<file path="src/sfb_pkg.sv">
// ----------------------------------------------------------------------------
// sfb_pkg
// Shared types and constants for the serial API frame builder.
// ----------------------------------------------------------------------------
package sfb_pkg;

    localparam logic [1:0] CMD_START   = 2'd0;
    localparam logic [1:0] CMD_PAYLOAD = 2'd1;
    localparam logic [1:0] CMD_CLEAR   = 2'd2;

    localparam logic [7:0]  FLAG_BYTE = 8'h7E;
    localparam logic [15:0] FCS_INIT  = 16'hFFFF;
    localparam logic [15:0] FCS_POLY  = 16'h8408;

    // One unit of work for the byte sequencer.
    typedef struct packed {
        logic       is_start;     // full header, else one payload byte
        logic       trailer;      // close the frame after this job
        logic [7:0] ctrl;
        logic [7:0] ptype;
        logic [7:0] seq;
        logic [7:0] data;         // length byte on start, payload byte otherwise
    } t_job;

endpackage

</file>
<file path="src/sfb_front.sv">
// ----------------------------------------------------------------------------
// sfb_front
// Request decode: tracks the open frame, byte count and sequence number and
// turns each request into a job for the byte sequencer.
// ----------------------------------------------------------------------------
module sfb_front (
    input  logic              i_clk,
    input  logic              i_rst_n,
    input  logic              i_accept,
    input  logic [1:0]        i_command,
    input  logic [7:0]        i_control_byte,
    input  logic [7:0]        i_packet_type,
    input  logic [7:0]        i_payload_length,
    input  logic [7:0]        i_payload_byte,
    output logic              o_push,
    output sfb_pkg::t_job     o_job
);
    import sfb_pkg::*;

    logic       r_frame_open, n_frame_open;
    logic [7:0] r_bytes_left, n_bytes_left;
    logic [7:0] r_seq, n_seq;

    always_comb begin
        n_frame_open = r_frame_open;
        n_bytes_left = r_bytes_left;
        n_seq        = r_seq;
        o_push       = 1'b0;
        o_job.is_start = 1'b0;
        o_job.trailer  = 1'b0;
        o_job.ctrl     = i_control_byte;
        o_job.ptype    = i_packet_type;
        o_job.seq      = r_seq;
        o_job.data     = i_payload_byte;
        if (i_accept) begin
            case (i_command)
                CMD_START: begin
                    o_push         = 1'b1;
                    o_job.is_start = 1'b1;
                    o_job.data     = i_payload_length;
                    o_job.trailer  = (i_payload_length == 8'd0);
                    n_seq          = r_seq + 8'd1;
                    n_frame_open   = (i_payload_length != 8'd0);
                    n_bytes_left   = i_payload_length;
                end
                CMD_PAYLOAD: begin
                    if (r_frame_open) begin
                        o_push        = 1'b1;
                        o_job.trailer = (r_bytes_left == 8'd1);
                        n_bytes_left  = r_bytes_left - 8'd1;
                        if (r_bytes_left == 8'd1) begin
                            n_frame_open = 1'b0;
                        end
                    end
                end
                CMD_CLEAR: begin
                    n_seq = 8'd0;
                end
                default: begin
                end
            endcase
        end
    end

    always_ff @(posedge i_clk) begin
        if (!i_rst_n) begin
            r_frame_open <= 1'b0;
            r_bytes_left <= 8'd0;
            r_seq        <= 8'd0;
        end else begin
            r_frame_open <= n_frame_open;
            r_bytes_left <= n_bytes_left;
            r_seq        <= n_seq;
        end
    end

endmodule

</file>
<file path="src/sfb_queue.sv">
// ----------------------------------------------------------------------------
// sfb_queue
// Small job queue between request decode and the byte sequencer.
// ----------------------------------------------------------------------------
module sfb_queue #(
    parameter int DEPTH = 4
) (
    input  logic              i_clk,
    input  logic              i_rst_n,
    input  logic              i_push,
    input  sfb_pkg::t_job     i_job,
    output logic              o_full,
    input  logic              i_pop,
    output logic              o_empty,
    output sfb_pkg::t_job     o_job
);
    import sfb_pkg::*;

    localparam int AW = (DEPTH > 1) ? $clog2(DEPTH) : 1;
    localparam int CW = $clog2(DEPTH + 1);

    t_job           r_mem [DEPTH];
    logic [AW-1:0]  r_wr, r_rd;
    logic [CW-1:0]  r_cnt;
    logic           wr_en, rd_en;

    assign o_full  = (r_cnt == CW'(DEPTH));
    assign o_empty = (r_cnt == '0);
    assign o_job   = r_mem[r_rd];
    assign wr_en   = i_push && !o_full;
    assign rd_en   = i_pop && !o_empty;

    always_ff @(posedge i_clk) begin
        if (wr_en) begin
            r_mem[r_wr] <= i_job;
        end
    end

    always_ff @(posedge i_clk) begin
        if (!i_rst_n) begin
            r_wr  <= '0;
            r_rd  <= '0;
            r_cnt <= '0;
        end else begin
            if (wr_en) begin
                r_wr <= (r_wr == AW'(DEPTH - 1)) ? '0 : r_wr + 1'b1;
            end
            if (rd_en) begin
                r_rd <= (r_rd == AW'(DEPTH - 1)) ? '0 : r_rd + 1'b1;
            end
            case ({wr_en, rd_en})
                2'b10:   r_cnt <= r_cnt + 1'b1;
                2'b01:   r_cnt <= r_cnt - 1'b1;
                default: r_cnt <= r_cnt;
            endcase
        end
    end

endmodule

</file>
<file path="src/sfb_back.sv">
// ----------------------------------------------------------------------------
// sfb_back
// Byte sequencer: walks each job one byte per cycle unless stalled, folds
// header and payload bytes into the FCS and appends the trailer when asked.
// ----------------------------------------------------------------------------
module sfb_back (
    input  logic              i_clk,
    input  logic              i_rst_n,
    input  logic              i_q_empty,
    input  sfb_pkg::t_job     i_q_job,
    output logic              o_q_pop,
    input  logic              i_pop,
    output logic              o_empty,
    output logic [7:0]        o_tx_byte,
    output logic              o_last_of_run,
    output logic              o_end_of_frame
);
    import sfb_pkg::*;

    typedef enum logic [7:0] {
        S_FLAG   = 8'b0000_0001,
        S_CTRL   = 8'b0000_0010,
        S_TYPE   = 8'b0000_0100,
        S_SEQ    = 8'b0000_1000,
        S_LEN    = 8'b0001_0000,
        S_FCS_LO = 8'b0010_0000,
        S_FCS_HI = 8'b0100_0000,
        S_CLOSE  = 8'b1000_0000
    } t_step;

    function automatic logic [15:0] fcs_fold(input logic [15:0] fcs, input logic [7:0] b);
        logic [15:0] acc;
        acc = fcs ^ {8'h00, b};
        for (int i = 0; i < 8; i++) begin
            acc = acc[0] ? ((acc >> 1) ^ FCS_POLY) : (acc >> 1);
        end
        return acc;
    endfunction

    t_job        r_job;
    t_step       r_state, n_state;
    logic        r_busy;
    logic [15:0] r_fcs, n_fcs;
    logic        r_out_valid;
    logic [7:0]  r_out_byte;
    logic        r_out_last, r_out_eof;

    logic        adv, last, load;
    logic [7:0]  cur_byte;
    logic [15:0] fcs_x;

    assign fcs_x = r_fcs ^ FCS_INIT;
    // output slot frees up this cycle if empty or being drained
    assign adv   = r_busy && (!r_out_valid || i_pop);
    assign last  = ((r_state == S_LEN) && !r_job.trailer) || (r_state == S_CLOSE);
    assign load  = (!r_busy || (adv && last)) && !i_q_empty;
    assign o_q_pop = load;

    always_comb begin
        n_fcs    = r_fcs;
        cur_byte = FLAG_BYTE;
        n_state  = S_FLAG;
        case (r_state)
            S_FLAG: begin
                cur_byte = FLAG_BYTE;
                n_fcs    = FCS_INIT;
                n_state  = S_CTRL;
            end
            S_CTRL: begin
                cur_byte = r_job.ctrl;
                n_fcs    = fcs_fold(r_fcs, cur_byte);
                n_state  = S_TYPE;
            end
            S_TYPE: begin
                cur_byte = r_job.ptype;
                n_fcs    = fcs_fold(r_fcs, cur_byte);
                n_state  = S_SEQ;
            end
            S_SEQ: begin
                cur_byte = r_job.seq;
                n_fcs    = fcs_fold(r_fcs, cur_byte);
                n_state  = S_LEN;
            end
            S_LEN: begin
                cur_byte = r_job.data;
                n_fcs    = fcs_fold(r_fcs, cur_byte);
                n_state  = S_FCS_LO;
            end
            S_FCS_LO: begin
                cur_byte = fcs_x[7:0];
                n_state  = S_FCS_HI;
            end
            S_FCS_HI: begin
                cur_byte = fcs_x[15:8];
                n_state  = S_CLOSE;
            end
            S_CLOSE: begin
                cur_byte = FLAG_BYTE;
                n_fcs    = FCS_INIT;
                n_state  = S_FLAG;
            end
            default: begin
                cur_byte = FLAG_BYTE;
                n_state  = S_FLAG;
            end
        endcase
    end

    always_ff @(posedge i_clk) begin
        if (load) begin
            r_job <= i_q_job;
        end
        if (adv) begin
            r_out_byte <= cur_byte;
            r_out_last <= last;
            r_out_eof  <= (r_state == S_CLOSE);
        end
    end

    always_ff @(posedge i_clk) begin
        if (!i_rst_n) begin
            r_busy      <= 1'b0;
            r_state     <= S_FLAG;
            r_fcs       <= FCS_INIT;
            r_out_valid <= 1'b0;
        end else begin
            if (adv) begin
                r_fcs <= n_fcs;
            end
            if (load) begin
                r_busy  <= 1'b1;
                // payload jobs enter at the data byte
                r_state <= i_q_job.is_start ? S_FLAG : S_LEN;
            end else if (adv && last) begin
                r_busy <= 1'b0;
            end else if (adv) begin
                r_state <= n_state;
            end
            if (adv) begin
                r_out_valid <= 1'b1;
            end else if (i_pop) begin
                r_out_valid <= 1'b0;
            end
        end
    end

    assign o_empty        = !r_out_valid;
    assign o_tx_byte      = r_out_byte;
    assign o_last_of_run  = r_out_last;
    assign o_end_of_frame = r_out_eof;

endmodule

</file>
<file path="src/serial_api_frame_builder_fcs16.sv">
// ----------------------------------------------------------------------------
// serial_api_frame_builder_fcs16
// Serial API frame builder with FCS-16 trailer.
//
//  channel   handshake         payload
//  -------   ---------------   ---------------------------------------------
//  request   push / full       command, control_byte, packet_type,
//                              payload_length, payload_byte
//  result    pop / empty       tx_byte, last_of_run, end_of_frame
//
// The byte sequencer emits one byte per cycle unless the output is stalled:
// a start gives 5 bytes (8 if zero-length), a payload byte 1 (4 if last).
// Requests are taken every cycle while the job queue (QUEUE_DEPTH) has room.
// Clear, stray payload and unused commands emit nothing.
// Synchronous reset empties the queue and the output register.
// A stalled pop holds the output byte; the sequencer then backs up the queue.
// ----------------------------------------------------------------------------
module serial_api_frame_builder_fcs16 #(
    parameter int QUEUE_DEPTH = 4
) (
    input  logic        i_clk,
    input  logic        i_rst_n,
    input  logic        push,
    output logic        full,
    input  logic [1:0]  i_command,
    input  logic [7:0]  i_control_byte,
    input  logic [7:0]  i_packet_type,
    input  logic [7:0]  i_payload_length,
    input  logic [7:0]  i_payload_byte,
    output logic        empty,
    input  logic        pop,
    output logic [7:0]  o_tx_byte,
    output logic        o_last_of_run,
    output logic        o_end_of_frame
);
    import sfb_pkg::*;

    logic  accept;
    logic  fr_push;
    t_job  fr_job;
    logic  q_empty, q_pop;
    t_job  q_job;

    assign accept = push && !full;

    sfb_front u_front (
        .i_clk            (i_clk),
        .i_rst_n          (i_rst_n),
        .i_accept         (accept),
        .i_command        (i_command),
        .i_control_byte   (i_control_byte),
        .i_packet_type    (i_packet_type),
        .i_payload_length (i_payload_length),
        .i_payload_byte   (i_payload_byte),
        .o_push           (fr_push),
        .o_job            (fr_job)
    );

    sfb_queue #(
        .DEPTH (QUEUE_DEPTH)
    ) u_queue (
        .i_clk   (i_clk),
        .i_rst_n (i_rst_n),
        .i_push  (fr_push),
        .i_job   (fr_job),
        .o_full  (full),
        .i_pop   (q_pop),
        .o_empty (q_empty),
        .o_job   (q_job)
    );

    sfb_back u_back (
        .i_clk          (i_clk),
        .i_rst_n        (i_rst_n),
        .i_q_empty      (q_empty),
        .i_q_job        (q_job),
        .o_q_pop        (q_pop),
        .i_pop          (pop),
        .o_empty        (empty),
        .o_tx_byte      (o_tx_byte),
        .o_last_of_run  (o_last_of_run),
        .o_end_of_frame (o_end_of_frame)
    );

endmodule

</file>
<file path="config.mk">
export PLATFORM = sky130hd
export DESIGN_NAME = serial_api_frame_builder_fcs16
export DESIGN_NICKNAME = d
export VERILOG_FILES = /design/src/sfb_pkg.sv /design/src/sfb_front.sv /design/src/sfb_queue.sv /design/src/sfb_back.sv /design/src/serial_api_frame_builder_fcs16.sv
export SDC_FILE = /design/constraint.sdc
export NUM_CORES = 1
export LEC_CHECK = 0
export BUFFER_PORTS_ARGS = -buffer_cell sky130_fd_sc_hd__buf_4
export CAP_MARGIN = 20
export CORE_AREA = 2 2 113 169
export CTS_CLUSTER_DIAMETER = 100
export DETAILED_ROUTE_END_ITERATION = 6
export DIE_AREA = 0 0 115 171
export PLACE_DENSITY = 0.77
export SYNTH_ARGS = -nofsm -noshare
export SYNTH_HDL_FRONTEND = slang
export SYNTH_SLANG_ARGS = --single-unit
</file>
<file path="constraint.sdc">
create_clock -name i_clk -period 7.5 [get_ports i_clk]
set_input_delay 1.5 -clock i_clk [delete_from_list [all_inputs] [get_ports i_clk]]
set_output_delay 1.5 -clock i_clk [all_outputs]
set_load 0.1 [all_outputs]
</file>
==> results.md <==
Run status:
- The flow ran to the end, and the final reports show no timing, DRC or antenna violations.

CTS:
- The number of hold buffers added after CTS is 0.
- The clock net in this run drives a total of 231 sinks.
- TritonCTS created 21 clock buffers.
- The clock slew seen by the registers of the worst setup and hold paths is 0.07 ns.
- CTS placed an instance of sky130_fd_sc_hd__clkbuf_16 at the clock tree root.
- Buffers added to address setup during post-CTS repair amount to 0.
- The clock tree from TritonCTS is done.
- The total number of H-tree levels is 1.
- The buffer levels on the longest clock path is 3.
- The number of cells upsized or downsized after cts is 0.
- Clock latency on the worst-skew pair, taken at its later pin, is 0.50 ns.

Floorplan:
- For this configuration, the core starts out at a cell density of 0.586.
- The number of standard-cell rows in the floorplan is 61.
- Pin placement for this block handled 50 I/O pins.
- The chip width is 115 µm.
- The core region is 0.0183 mm².
- The die footprint is 0.0197 mm².
- The die extent in y is 171 µm.

Layout:
- The sequential cell area is 0.00642 mm².
- The final net count is 861.
- The final antenna diode count is 0.
- Relative to the synthesized area, the layout overhead comes to 11.2%.
- The multi-input combinational cell area is 0.00403 mm².
- Counting the fill cells in the layout gives 1302.
- Of the cells placed in the final design, the portion with a size suffix greater than 1 is 0.200.

Routing:
- The antenna violation net count after detailed routing is 0.
- The first-pass detailed-route iteration total is 7.
- The routed length per instance is 23.2 µm.
- The total number of vias is 6644.
- After detailed routing, the number of remaining DRC violations is 0.
- In this run, the number of DRC markers left after iteration 0 of detailed routing was 518.
- The detailed-route vias per instance is 6.34.
- The final layout contains routed wiring with a total length of 24.3 mm.

Timing:
- Clock skew on the completed layout was measured at 0.00883 ns.
- The worst-case headroom to the max-slew limit is 0.393.
- The setup TNS is 0 ns.
- The clock period minus worst slack is 3.66 ns.
- Setup repair after global routing left no endpoint under its margin.
- The part of the cycle the worst path needs is 0.488.
- The max-slew violation count is 0.
- The final hold violation count was 0.
- Setup violations remaining at the end of the flow were counted as 0.
- The worst setup slack after layout is 3.84 ns.
- The maximum clock frequency is 273 MHz.
- The slew of the pin with the lowest slew margin is 0.910 ns.

Worst setup path:
- The critical path startpoint category is an input pin.
- In this run the register-to-register setup slack is 4.25 ns.
- The data required time of the worst path is 7.91 ns.
- STA classifies the critical path endpoint as a flip-flop.
- The worst setup path is of the in2reg kind.
- In this run the worst path has a maximum fanout of 19.
- Data arrives at the worst endpoint at 4.07 ns.

Power and ir drop:
- The static power due to leakage is 0.00405 µW.
- The power density normalized to cell area is 388 mW/mm².
- The maximum VDD drop is 233 µV.

Min path:
- The path category of the worst min-delay check is reg2reg.

Placed design:
- The placed wire-length estimate is 16.3 mm.
- Prior to clock tree synthesis, the placed netlist has a worst setup slack of 3.39 ns.
- Routability-driven placement finished with a final weighted congestion of 0.916.
- Port buffering added 49 buffers.

Global routing:
- The number of antenna violations at the first check in global routing is 0.
- The final global-route overflow total is 0.
- Entering global routing, the biggest net connects 41 pins.
- The first global-routing pass estimated 38.3 mm of wire.
- Across every metal layer, demand over resource in global routing totals 0.255.
- The via count of the first global-routing pass is 6992.

Logic synthesis:
- The netlist area before placement is 0.0107 mm².
- Yosys mapped the design onto 77 distinct sky130hd cell types.
- The count of flip-flops with a built-in enable after synthesis is 179.
- The proportion of register bits with asynchronous set or reset after synthesis is 0.
- After synthesis, the mean cell area works out to 13.9 µm².
- The number of warnings printed during yosys synthesis is 0.
- Synthesis inferred 231 register bits.
- The share of the Yosys chip area taken by registers is 0.598.
- Among all flip-flop cells after synthesis, the most frequent one is sky130_fd_sc_hd__edfxtp_1.
- The number of nets produced by synthesis is 821.
- The cell count after synthesis is 773.

Job:
- The tool flagged a number of max-cap violations equal to 0.
[metrics by stage]
step / cells / util / hold WS (ns) / instance area, µm² / power (µW)
2_1_floorplan: 773 / - / 0.450 / 10700 / 3180
3_3_place_gp: 1010 / 0.613 / 0.465 / 11200 / 3500
3_5_place_dp: 1010 / 0.613 / 0.469 / 11200 / 3550
4_1_cts: 1048 / 0.651 / 0.481 / 11900 / 4640
5_1_grt: 1048 / 0.651 / 0.523 / 11900 / 4850
6_report: 1048 / 0.651 / 0.480 / 11900 / 4630
[critical path: stages]
cell and delay, ns:
sky130_fd_sc_hd__buf_4 0.14, sky130_fd_sc_hd__nor3b_2 0.38, sky130_fd_sc_hd__nand2_1 0.48, sky130_fd_sc_hd__ha_1 0.41, sky130_fd_sc_hd__fa_1 0.45, sky130_fd_sc_hd__xnor2_1 0.17
sky130_fd_sc_hd__or3_1 0.33, sky130_fd_sc_hd__a21boi_0 0.22
[placed cells by master (no fill, tap or decap), types with 8 or more instances in the layout]
cell type and n:
sky130_fd_sc_hd__a21oi_1 35, sky130_fd_sc_hd__a22oi_1 11, sky130_fd_sc_hd__and3_1 8, sky130_fd_sc_hd__buf_4 57
sky130_fd_sc_hd__clkbuf_16 21, sky130_fd_sc_hd__dfxtp_1 51, sky130_fd_sc_hd__edfxtp_1 179, sky130_fd_sc_hd__ha_1 9
sky130_fd_sc_hd__inv_1 18, sky130_fd_sc_hd__mux2_2 9, sky130_fd_sc_hd__mux4_2 34, sky130_fd_sc_hd__nand2_1 44
sky130_fd_sc_hd__nand2b_1 8, sky130_fd_sc_hd__nand3_1 19, sky130_fd_sc_hd__nor2_1 46, sky130_fd_sc_hd__nor2b_1 9
sky130_fd_sc_hd__nor3_1 10, sky130_fd_sc_hd__o211ai_1 8, sky130_fd_sc_hd__o21ai_0 22, sky130_fd_sc_hd__o21ai_1 8
sky130_fd_sc_hd__xnor2_1 61, sky130_fd_sc_hd__xor2_1 24
[area by class of cell]
class                   instances  share of cell area
clock buffers                  25              0.0478
inverters                      18             0.00566
flip-flops and latches        231               0.538
clock inverters                13              0.0118
well taps                     220              0.0231
repair buffers                 57              0.0359
multi-input cells             484               0.338
[layer usage]
metal | track usage | vias to the layer above | wire (µm)
li1 | - | 3014 | -
met1 | 0.304 | 3333 | 8990
met2 | 0.456 | 219 | 13000
met3 | 0.0305 | 78 | 1210
met4 | 0.122 | 0 | 1150
met5 | 0 | - | 0
[logic make-up (layout without fill, tap and decap cells)]
group           after synthesis  in the layout  synth area share
flops                       231            231             0.598
simple gates                188            188            0.0956
compound gates              144            144            0.0926
xor+xnor                     96             96            0.0917
buf+inv                      58            113            0.0262
mux                          46             46            0.0836
fa+ha+maj                    10             10            0.0124
[path summary, 6_finish.rpt]
| path | start | endpoint | depth (start not counted) |
|---|---|---|---|
| min | u_front.r_frame_open$_SDFFE_PN0P_ | u_front.r_frame_open$_SDFFE_PN0P_ | 2 |
| min reg2reg | u_front.r_frame_open$_SDFFE_PN0P_ | u_front.r_frame_open$_SDFFE_PN0P_ | 2 |
| max reg2reg | u_back.r_state[0]$_SDFFE_PN1P_ | u_queue.r_cnt[2]$_SDFFE_PN0P_ | 11 |
| max | i_command[1] | u_queue.r_cnt[2]$_SDFFE_PN0P_ | 8 |
[registers in the layout (all words and copies together), names as in the netlist, named ones only]
register	cells
u_back.r_job	33
u_back.r_state	8
u_back.o_end_of_frame	1
u_back.r_busy	1
u_queue.r_mem	136
u_front.r_seq	8
u_back.r_fcs	16
u_front.r_bytes_left	8
u_queue.r_rd	2
u_back.o_tx_byte	8
u_queue.r_cnt	3
u_queue.r_wr	2
u_front.r_frame_open	1
u_back.r_out_valid	1
u_back.o_last_of_run	1
[power breakdown]
group | leakage [µW] | internal (µW) | total (µW) | switching [µW]
registers | 0.00207 | 1610 | 1850 | 232
logic | 0.00163 | 765 | 1700 | 933
clock network | 0.000343 | 621 | 1090 | 469
total | 0.00405 | 3000 | 4630 | 1630
[cell usage after synthesis (4+ instances only)]
cell,number,share of area
sky130_fd_sc_hd__a21boi_0,5,0.0035
sky130_fd_sc_hd__a21oi_1,35,0.016
sky130_fd_sc_hd__a221oi_1,6,0.0049
sky130_fd_sc_hd__a22oi_1,11,0.0077
sky130_fd_sc_hd__a31oi_1,5,0.0029
sky130_fd_sc_hd__and2_1,6,0.0035
sky130_fd_sc_hd__and3_1,8,0.0047
sky130_fd_sc_hd__buf_2,18,0.0084
sky130_fd_sc_hd__buf_4,5,0.0035
sky130_fd_sc_hd__clkbuf_1,14,0.0049
sky130_fd_sc_hd__dfxtp_1,52,0.097
sky130_fd_sc_hd__edfxtp_1,179,0.50
sky130_fd_sc_hd__ha_1,9,0.010
sky130_fd_sc_hd__inv_1,18,0.0063
sky130_fd_sc_hd__mux2_2,9,0.0094
sky130_fd_sc_hd__mux4_2,34,0.071
sky130_fd_sc_hd__nand2_1,44,0.015
sky130_fd_sc_hd__nand2b_1,8,0.0047
sky130_fd_sc_hd__nand3_1,19,0.0089
sky130_fd_sc_hd__nor2_1,46,0.016
sky130_fd_sc_hd__nor2b_1,9,0.0052
sky130_fd_sc_hd__nor3_1,10,0.0047
sky130_fd_sc_hd__nor4_1,6,0.0035
sky130_fd_sc_hd__o211ai_1,8,0.0056
sky130_fd_sc_hd__o21ai_0,22,0.010
sky130_fd_sc_hd__o21ai_1,8,0.0037
sky130_fd_sc_hd__o221ai_1,6,0.0049
sky130_fd_sc_hd__o22ai_1,6,0.0035
sky130_fd_sc_hd__o311ai_1,4,0.0033
sky130_fd_sc_hd__or3_1,4,0.0023
sky130_fd_sc_hd__xnor2_1,61,0.050
sky130_fd_sc_hd__xor2_1,24,0.020
sky130_fd_sc_hd__xor3_1,4,0.0089
No activity file was read; power rests on OpenSTA's default activity.
